--- config.mk ---
export PLATFORM = sky130hd
export DESIGN_NAME = tdc_timestamp_epoch_decoder
export DESIGN_NICKNAME = d
export VERILOG_FILES = /design/src/hdl/tdcte_pkg.sv /design/src/hdl/tdcte_epoch.sv /design/src/hdl/tdcte_sum.sv /design/src/hdl/tdc_timestamp_epoch_decoder.sv
export SDC_FILE = /design/constraint.sdc
export NUM_CORES = 1
export LEC_CHECK = 0
export ABC_CLOCK_PERIOD_IN_PS = 21100
export BUFFER_PORTS_ARGS = -buffer_cell sky130_fd_sc_hd__buf_2
export CAP_MARGIN = 30
export CORE_ASPECT_RATIO = 0.7
export CORE_MARGIN = 1.5
export CORE_UTILIZATION = 50
export DETAILED_ROUTE_END_ITERATION = 12
export HOLD_SLACK_MARGIN = 0.05
export PLACE_DENSITY = 0.66
export SKIP_CTS_REPAIR_TIMING = 1
export SLEW_MARGIN = 10
export SYNTH_ARGS = -nofsm -noshare
export SYNTH_HDL_FRONTEND = slang
export SYNTH_SLANG_ARGS = --single-unit
--- constraint.sdc ---
create_clock -name clk -period 21.1 [get_ports clk]
set_input_delay 2.11 -clock clk [delete_from_list [all_inputs] [get_ports clk]]
set_output_delay 2.11 -clock clk [all_outputs]
set_load 0.1 [all_outputs]
--- src/hdl/tdcte_pkg.sv ---
// Shared types and constants for the converter timestamp epoch decoder.
package tdcte_pkg;

  // Fixed field widths of the beats on both channels
  localparam int unsigned NIBBLE_W = 4;
  localparam int unsigned WORD_W   = 32;
  localparam int unsigned OUT_CH_W = 2;
  localparam int unsigned TIME_W   = 61;
  localparam int unsigned LEVEL_W  = 2;
  localparam int unsigned MASK_W   = 4;

  // Coarse field: word bits 31..6, each step 5 ns, i.e. 5000 ps
  localparam int unsigned COARSE_LSB = 6;
  localparam int unsigned COARSE_W   = WORD_W - COARSE_LSB;
  localparam int unsigned COARSE_K_W = 13;
  localparam logic [COARSE_K_W-1:0] PS_PER_COARSE = 13'd5000;
  localparam int unsigned COARSE_PS_W = COARSE_W + COARSE_K_W;

  // Fine field: word bits 4..0, each step 185 ps
  localparam int unsigned FINE_W   = 5;
  localparam int unsigned FINE_K_W = 8;
  localparam logic [FINE_K_W-1:0] PS_PER_FINE = 8'd185;
  localparam int unsigned FINE_PS_W = FINE_W + FINE_K_W;

  // Edge level bit in edge mode
  localparam int unsigned EDGE_BIT = 2;

  // One epoch is 100 ms = 1e11 ps = 48828125 * 2**11 ps
  localparam int unsigned EPOCH_K_W   = 26;
  localparam logic [EPOCH_K_W-1:0] PS_EPOCH_ODD = 26'd48828125;
  localparam int unsigned EPOCH_SHIFT = 11;

  // Edge level codes
  localparam logic [LEVEL_W-1:0] LEVEL_FALL = 2'd0;
  localparam logic [LEVEL_W-1:0] LEVEL_RISE = 2'd1;
  localparam logic [LEVEL_W-1:0] LEVEL_NA   = 2'd2;

  // Reset value of the edge mode mask: channel 2 in edge mode
  localparam logic [MASK_W-1:0] MASK_RESET = 4'h4;

  // Input beat
  typedef struct packed {
    logic [NIBBLE_W-1:0] channel_nibble;
    logic [WORD_W-1:0]   timestamp_word;
  } tdcte_in_t;

  // Result beat
  typedef struct packed {
    logic [OUT_CH_W-1:0] out_channel;
    logic [TIME_W-1:0]   time_ps;
    logic [LEVEL_W-1:0]  edge_level;
  } tdcte_out_t;

  // Partial products handed from the epoch stage to the summing stage
  typedef struct packed {
    logic [OUT_CH_W-1:0]    channel;
    logic [TIME_W-1:0]      epoch_ps;
    logic [COARSE_PS_W-1:0] coarse_ps;
    logic [FINE_PS_W-1:0]   fine_ps;
    logic [LEVEL_W-1:0]     level;
  } tdcte_prod_t;

endpackage

--- src/hdl/tdcte_epoch.sv ---
// Epoch counters per channel and the product stage of the decoder.
module tdcte_epoch import tdcte_pkg::*; #(
  parameter int unsigned NUM_CHANNELS = 4,
  parameter int unsigned EPOCH_BITS   = 24
) (
  input  logic              clk,
  input  logic              rst_n,
  input  logic [MASK_W-1:0] edge_mask,
  input  logic              i_valid,
  input  tdcte_in_t         i_item,
  output logic              i_stall,
  output logic              o_valid,
  output tdcte_prod_t       o_prod,
  input  logic              o_stall
);

  localparam int unsigned CH_W  = (NUM_CHANNELS > 1) ? $clog2(NUM_CHANNELS) : 1;
  localparam int unsigned MUL_W = EPOCH_BITS + EPOCH_K_W;

  logic [EPOCH_BITS-1:0] epoch_r [NUM_CHANNELS];
  logic                  valid_r;
  tdcte_prod_t           prod_r;

  logic                  advance;
  logic                  in_range;
  logic                  is_marker;
  logic                  is_edge;
  logic [CH_W-1:0]       ch_idx;
  logic [EPOCH_BITS-1:0] epoch_cur;
  logic [MUL_W-1:0]      epoch_mul;
  tdcte_prod_t           prod_nxt;

  // The stage moves on when its register is empty or being drained
  assign advance = !valid_r || !o_stall;
  assign i_stall = !advance;

  // Channel decode
  assign in_range  = {1'b0, i_item.channel_nibble} < (NIBBLE_W + 1)'(NUM_CHANNELS);
  assign is_marker = (i_item.timestamp_word == '0);
  assign is_edge   = (i_item.channel_nibble < NIBBLE_W'(MASK_W))
                     && edge_mask[i_item.channel_nibble[OUT_CH_W-1:0]];
  assign ch_idx    = i_item.channel_nibble[CH_W-1:0];
  assign epoch_cur = epoch_r[ch_idx];

  // Epoch, coarse and fine contributions in picoseconds
  assign epoch_mul = MUL_W'(epoch_cur) * MUL_W'(PS_EPOCH_ODD);

  always_comb begin
    prod_nxt.channel   = i_item.channel_nibble[OUT_CH_W-1:0];
    prod_nxt.epoch_ps  = TIME_W'({epoch_mul, {EPOCH_SHIFT{1'b0}}});
    prod_nxt.coarse_ps = COARSE_PS_W'(i_item.timestamp_word[WORD_W-1:COARSE_LSB])
                         * COARSE_PS_W'(PS_PER_COARSE);
    if (is_edge) begin
      prod_nxt.fine_ps = '0;
      prod_nxt.level   = i_item.timestamp_word[EDGE_BIT] ? LEVEL_RISE : LEVEL_FALL;
    end else begin
      prod_nxt.fine_ps = FINE_PS_W'(i_item.timestamp_word[FINE_W-1:0])
                         * FINE_PS_W'(PS_PER_FINE);
      prod_nxt.level   = LEVEL_NA;
    end
  end

  // Epoch counters advance on markers; markers and foreign channels give no beat
  always_ff @(posedge clk) begin
    if (!rst_n) begin
      valid_r <= 1'b0;
      for (int i = 0; i < NUM_CHANNELS; i++) begin
        epoch_r[i] <= '0;
      end
    end else if (advance) begin
      valid_r <= i_valid && in_range && !is_marker;
      if (i_valid && in_range && is_marker) begin
        epoch_r[ch_idx] <= epoch_cur + EPOCH_BITS'(1);
      end
    end
  end

  // Product register
  always_ff @(posedge clk) begin
    if (advance) begin
      prod_r <= prod_nxt;
    end
  end

  assign o_valid = valid_r;
  assign o_prod  = prod_r;

endmodule

--- src/hdl/tdcte_sum.sv ---
// Final summing stage and result register of the decoder.
module tdcte_sum import tdcte_pkg::*; (
  input  logic        clk,
  input  logic        rst_n,
  input  logic        i_valid,
  input  tdcte_prod_t i_prod,
  output logic        i_stall,
  output logic        out_valid,
  output tdcte_out_t  out_data,
  input  logic        out_stall
);

  logic       valid_r;
  tdcte_out_t data_r;
  tdcte_out_t data_nxt;
  logic       advance;

  assign advance = !valid_r || !out_stall;
  assign i_stall = !advance;

  // Add the three contributions, keeping the low bits of the time
  always_comb begin
    data_nxt.out_channel = i_prod.channel;
    data_nxt.time_ps     = i_prod.epoch_ps + TIME_W'(i_prod.coarse_ps)
                           + TIME_W'(i_prod.fine_ps);
    data_nxt.edge_level  = i_prod.level;
  end

  always_ff @(posedge clk) begin
    if (!rst_n) begin
      valid_r <= 1'b0;
    end else if (advance) begin
      valid_r <= i_valid;
    end
  end

  always_ff @(posedge clk) begin
    if (advance) begin
      data_r <= data_nxt;
    end
  end

  assign out_valid = valid_r;
  assign out_data  = data_r;

endmodule

--- src/hdl/tdc_timestamp_epoch_decoder.sv ---
// Top level of the converter timestamp epoch decoder.
//
// Each input beat carries a channel nibble and a 32-bit converter word. Beats
// on channels at or above NUM_CHANNELS are dropped; a zero word advances that
// channel's wrapping epoch counter (EPOCH_BITS wide) and gives no result. Any
// other word gives one result beat with the absolute time in picoseconds:
// epoch * 1e11 + coarse * 5000, plus fine * 185 for channels in fine mode.
// Channels whose bit is set in the edge mode mask (written through cfg_data) report
// word bit 2 as the edge level instead of the fine part. The block takes one beat
// every cycle while in_stall is low; each result passes through the input
// register, the multiplier stage and the summing result register. The single
// configuration register is written through the cfg_ channel, which is always
// ready.
module tdc_timestamp_epoch_decoder import tdcte_pkg::*; #(
  parameter int unsigned NUM_CHANNELS = 4,
  parameter int unsigned EPOCH_BITS   = 24
) (
  input  logic              clk,
  input  logic              rst_n,
  input  logic              in_valid,
  input  tdcte_in_t         in_data,
  output logic              in_stall,
  output logic              out_valid,
  output tdcte_out_t        out_data,
  input  logic              out_stall,
  input  logic              cfg_valid,
  input  logic [MASK_W-1:0] cfg_data,
  output logic              cfg_ready
);

  logic              s1_valid_r;
  tdcte_in_t         s1_data_r;
  logic              s1_stall;
  logic [MASK_W-1:0] mask_r;
  logic              prod_valid;
  tdcte_prod_t       prod;
  logic              prod_stall;

  // Configuration register
  assign cfg_ready = 1'b1;

  always_ff @(posedge clk) begin
    if (!rst_n) begin
      mask_r <= MASK_RESET;
    end else if (cfg_valid && cfg_ready) begin
      mask_r <= cfg_data;
    end
  end

  // Input register
  assign in_stall = s1_valid_r && s1_stall;

  always_ff @(posedge clk) begin
    if (!rst_n) begin
      s1_valid_r <= 1'b0;
    end else if (!in_stall) begin
      s1_valid_r <= in_valid;
    end
  end

  always_ff @(posedge clk) begin
    if (!in_stall) begin
      s1_data_r <= in_data;
    end
  end

  tdcte_epoch #(
    .NUM_CHANNELS (NUM_CHANNELS),
    .EPOCH_BITS   (EPOCH_BITS)
  ) u_epoch (
    .clk       (clk),
    .rst_n     (rst_n),
    .edge_mask (mask_r),
    .i_valid   (s1_valid_r),
    .i_item    (s1_data_r),
    .i_stall   (s1_stall),
    .o_valid   (prod_valid),
    .o_prod    (prod),
    .o_stall   (prod_stall)
  );

  tdcte_sum u_sum (
    .clk       (clk),
    .rst_n     (rst_n),
    .i_valid   (prod_valid),
    .i_prod    (prod),
    .i_stall   (prod_stall),
    .out_valid (out_valid),
    .out_data  (out_data),
    .out_stall (out_stall)
  );

endmodule
### Word-level counts from Yosys, hierarchy flattened

Memory sizes are Yosys's and may differ from the RTL's. A register that Yosys moved wholly into a read port is not among the register bits.
Index checks and enable logic that the tools add are counted.

| cells by class | value |
|---|---|
| add/subtract/negate cells | 3 |
| $mul | 3 |
| divide/modulo/power cells | 0 |
| $lt $le $gt $ge | 3 |
| equal/unequal tests | 0 |
| shifts and indexed selects | 0 |
| multiplexer cells | 12 |
| bitwise gates (word level) | 0 |
| reductions and logical operators | 14 |

Operator list:

| cell | number |
|---|---|
| 61-bit by 13-bit adder with 61-bit output | 1 |
| 61-bit by 39-bit adder with 61-bit output | 1 |
| 24-bit by 26-bit multiplier with 50-bit output, second input constant | 1 |
| 26-bit by 10-bit multiplier with 36-bit output, second input constant | 1 |
| 32-bit logical NOT | 1 |
| 24-bit by 1-bit adder with 24-bit output, second input constant | 1 |
| 24-bit two-way mux | 1 |
| 24-bit OR reduction | 1 |
| 5-bit by 8-bit multiplier with 13-bit output, second input constant | 1 |
| 4-bit by 3-bit < comparator with 1-bit output, second input constant | 2 |
| 1-bit two-way mux | 8 |
| 1-bit logical AND | 5 |
| 1-bit logical NOT | 5 |
| 2-bit two-way mux | 2 |
| 2-bit by 3-bit < comparator with 1-bit output, second input constant | 1 |
| 1-bit binary-select mux with 2-bit select | 1 |
| 1-bit logical OR | 2 |

| storage, ports and cells | value |
|---|---|
| bits in registers | 211 |
| bits in latches | 0 |
| memory bits (writable) | 96 |
| memory bits (read-only) | 0 |
| input port bits | 45 |
| output and inout port bits | 68 |
| logic and storage cells | 50 |
| memories kept | 1 |

Memories:

| memory | depth | width | read ports | clocked after memory_dff | wr ports | line | source |
|---|---|---|---|---|---|---|---|
| u_epoch.epoch_r | 4 | 24 | 1 | 1 | 4 | tdcte_epoch.sv:20 | `logic [EPOCH_BITS-1:0] epoch_r [NUM_CHANNELS];` |

### Depth between registers and ports, before layout

| depth | value |
|---|---|
| depth after elaboration | 9 |
| depth in mapped cells | 30 |
| mapped depth without buffers | 26 |

### By module

Synthesis repeated with hierarchy kept, for this count alone.

| second synthesis, totals | value |
|---|---|
| cells, all modules | 2837 |
| area, all modules | 30888.4 um^2 |

Modules (own cells, without submodules):

| module | instances | cells each | area each (um^2) | seq. area each (um^2) |
|---|---|---|---|---|
| tdcte_epoch | 1 | 2251 | 24190.7 | 5995.8 |
| tdcte_sum | 1 | 531 | 5416.4 | 1971.9 |
| tdc_timestamp_epoch_decoder | 1 | 55 | 1281.2 | 1181.1 |

### Worst setup path before layout

No wires, ideal clock.

| timing path | value |
|---|---|
| path type | reg-to-reg |
| from | reg (tool-made name) |
| to | reg u_epoch.prod_r, in the netlist u_epoch.o_prod[113], data pin |
| setup time | 0.258 ns |
| arrival time | 7.545 ns |
| required time | 20.842 ns |
| setup slack | 13.297 ns |
| cell stages (with the launch flop) | 27 |
| buffers on the path | 3 |
| clock period less this slack | 7.803 ns |
| cell sequence | dfxtp_1 > buf_4 > buf_4 > buf_2 > mux4_2 > fa_1 > inv_1 > fa_1 > inv_1 > fa_1 > fa_1 > fa_1 > fa_1 > inv_1 > fa_1 > inv_1 > ha_1 > a21oi_1 > o21ai_1 > nor3_1 > a21oi_1 > nand3_1 > o22ai_2 > a41oi_1 > a311o_1 > o31a_1 > xnor2_1 |

RTL lines:

| item | line | source |
|---|---|---|
| end signal: assignment | tdcte_epoch.sv:81 | `prod_r <= prod_nxt;` |
| end: declaration | tdcte_epoch.sv:22 | `tdcte_prod_t prod_r;` |

==> metrics.md <==
| Metric | Value |
|---|---|
| Finished layout cell area | 32300 sq um |
| Actual transition at the worst max-transition pin | a little over 0.9 ns |
| Vias after detailed routing | between 15000 and 20000 |
| # H-tree levels | 1 |
| Largest net degree at the start of global routing | 66 |
| Count of TritonRoute iterations in the first routing pass | 6 |
| Critical path type | flip-flop to flip-flop |
| Library cell with the largest summed area after synthesis | edfxtp_1 |
| Run status | completed |
| Drt initial violations | between 1500 and 2000 |
| Sink of the worst hold path | u_sum.out_data[3]$_DFFE_PP_ |
| Crit. End Element | flip-flop |
| Drt wl/cell | 20.6 microns |
| Synthesized cell area | 29900 sq um |
| Final net count | 3609 |
| Fraction of layout instances using a drive strength above 1 | ~8% |
| Area share of the largest cell type after synthesis | about 30% |
| Number of synthesized flops with an enable pin | 300 |
| Clock tree from TritonCTS | yes |
| Number of nets produced by synthesis | roughly 3500 |
| Combined global-route utilization of all metal layers | between 20% and 30% |
| Hold wc startpoint | u_epoch.o_prod[3]$_SDFFCE_PP0P_ |
| Type of element launching the critical path | flip-flop |
| Unrepaired setup endpoints after global routing | no |
| Cell Rows | 74 |
| Clock transition at path regs | 0.06 ns |
| Placer Congestion | ~0.97 |
| Sequential element share of the synthesized area | a little under a third |
| Number of antenna violations at the first check in global routing | 3 |
| Share of the core filled with cells in the final layout | between 50 and 60% |
| Final critical path time including I/O delays and setup | around 8.2 ns |
| Max-Slew Margin vs Limit | about two fifths |
| Mapped Cells | between 2000 and 3000 |
| Top cells by area in the synthesized netlist | edfxtp_1 (30%), fa_1 (21%), ha_1 (19%), inv_1 (7.9%), xnor2_1 (2.8%) |
| Worst EP arrival | ~8.6 ns |
| Number of antenna repair diodes | 0 |
| Io pins | approximately 110 |
| Die Span X | approximately 300 microns |
| Cell count of the worst hold path | 0 |
| Clock insertion delay at the later pin of the skew report | between 0.5 and 0.6 ns |
| Count of clock tree sinks | a little over 300 |
| First-pass GRT wire length | 115000 microns |
| Total congestion overflow after global routing | 0 |
| Setup slack on the worst flop-to-flop path | roughly 13 ns |
| Worst Skew | 0.0248 ns |
| Chip height | 208 microns |
| Starting density of the core | about half |
| DP HPWL | between 60000 and 70000 microns |
| Average via count per standard cell | about 5.3 |
| Count of final hold-check violations | 0 |
| Average size of a mapped cell | ~11 sq um |
| Wirelength, routed | 74700 microns |
| Number of global-route vias before repair | between 15000 and 20000 |
| Master cell of the clock root buffer | clkbuf_16 |
| Cell Area, Placed | about 31000 sq um |
| Count of endpoints failing setup in the final report | 0 |
| Number of buffers inserted during clock tree synthesis | 31 |
| Setup TNS | 0 ns |
| Commonest cells in the netlist | inv_1 (629), ha_1 (443), fa_1 (320) |
| CP required | around 21 ns |
| Pre-CTS worst setup slack | roughly 13 ns |
| Crit Reg-Reg Endpoint | u_epoch.o_prod[113]$_DFFE_PP_ |
| Worst path setup slack after routing | about 13 ns |
| Area growth from synthesis to final layout | 7.99% |
| Slew Limit Fails | 0 |
| Post-synth top flop | edfxtp_1 |
| IO Port Bufs | 111 |
| Hold Path Class | flip-flop to flip-flop |
| CTS Buffer Depth | 3 |
| FFs w/ async S/R, synth | 0% |
| Full die area | approximately 61000 sq um |
| Flop and latch count out of synthesis | between 300 and 400 |
| Top-count cell post-synth | inv_1 |
| Number of cells traversed by the worst register-to-register path | 24 |
| Synthesis warning total | 0 |
| Library cells used by synthesis | 85 |
| Core area | 58700 sq um |
| Count of unresolved DRC violations after routing | 0 |
| Fmax | roughly 0.12 GHz |
| Tcrit/Tclk final | between 30% and 40% |
| Maximum capacitance violations | 0 |
| Number of routed nets with antenna violations | 0 |
| Largest fanout on the critical path | 24 |
## cell families after synthesis
kind of cell               share of synthesized area [%]
adders and majority gates                           39.9
AOI/OAI and AO/OA                                   7.53
muxes                                               2.04
and+or+nand+nor                                     6.61
other                                             0.0125
xor gates and xnor gates                            4.42
DFF                                                 30.7
buffers and inverters                               8.74
## state kept, by name (all words and copies together), names as in the netlist, named ones only
register / cells
u_sum.out_data: 65
u_sum.out_valid: 1
s1_data_r: 36
u_epoch.o_valid: 1
s1_valid_r: 1
u_epoch.o_prod: 103
u_epoch.epoch_r: 96
mask_r: 4
## layer usage
| metal | GRT usage, % | up-vias | routed length [microns] |
|---|---|---|---|
| met1 | 43.2 | 9624 | 40800 |
| met5 | 0 | - | 0 |
| met2 | 32.0 | 515 | 27900 |
| li1 | - | 9084 | - |
| met4 | 2.35 | 0 | 594 |
| met3 | 4.49 | 45 | 5410 |
## cells in the final DEF (no fill, tap or decap), types with 14 or more instances in the layout
master / synthesis / final
a21o_1: 59 / 59
a21oi_1: 114 / 114
a31oi_1: 14 / 14
buf_2: 2 / 112
clkbuf_16: 0 / 31
edfxtp_1: 300 / 300
fa_1: 320 / 320
ha_1: 443 / 443
inv_1: 629 / 629
mux4_2: 24 / 24
nand2_1: 94 / 93
nand3_1: 37 / 36
nand4_1: 24 / 24
nor2_1: 159 / 159
nor2b_1: 15 / 15
nor3_1: 27 / 27
o21a_1: 14 / 14
o21ai_0: 47 / 47
o21bai_1: 17 / 17
xnor2_1: 94 / 94
xor2_1: 57 / 57
## worst max-delay path by stage
| stage | from | endpoint | slack [ns] | cells after the start |
|---|---|---|---|---|
| finish | flip-flop | u_epoch.o_prod[113]$_DFFE_PP_ | 12.85 | 24 |
| global route | flip-flop | u_epoch.o_prod[110]$_DFFE_PP_ | 12.40 | 26 |
| CTS | flip-flop | u_epoch.o_prod[113]$_DFFE_PP_ | 12.85 | 24 |
| detailed placement | flip-flop | u_epoch.o_prod[113]$_DFFE_PP_ | 12.89 | 24 |
| global placement | flip-flop | u_epoch.o_prod[113]$_DFFE_PP_ | 12.96 | 24 |
| floorplan | flip-flop | u_epoch.o_prod[113]$_DFFE_PP_ | 13.30 | 26 |
## worst max-delay path, stage by stage, from the launching register on
cell	delay [ns]
dfxtp_1	0.31
buf_4	0.43
mux4_2	0.71
fa_1	0.62
inv_1	0.09
fa_1	0.52
inv_1	0.07
fa_1	0.53
fa_1	0.53
fa_1	0.52
fa_1	0.57
inv_1	0.06
fa_1	0.53
inv_1	0.04
ha_1	0.39
a21oi_1	0.13
o21ai_1	0.24
nor3_1	0.09
a21oi_1	0.25
nand3_1	0.13
o22ai_2	0.22
a41oi_1	0.22
a311o_1	0.35
o31a_1	0.30
xnor2_1	0.12
## layout make-up
type,instances,area (sq um)
Fill cell,5232,26400
Inverter,629,2360
Multi-Input combinational cell,1705,18100
Sequential cell,309,9190
Tap cell,798,998
Clock inverter,20,124
Timing Repair Buffer,125,678
Clock buffer,36,825
## metrics by stage
| stage | hold slack [ns] | cells |
|---|---|---|
| 6_report | 0.418 | 3622 |
| 5_1_grt | 0.422 | 3622 |
| 4_1_cts | 0.420 | 3620 |
| 3_5_place_dp | 0.406 | 3564 |
| 3_3_place_gp | 0.403 | 3564 |
| 2_1_floorplan | 0.400 | 2689 |
Power is not shown: default switching activity piles up to over one toggle a cycle in this logic, so the estimate is an artifact.
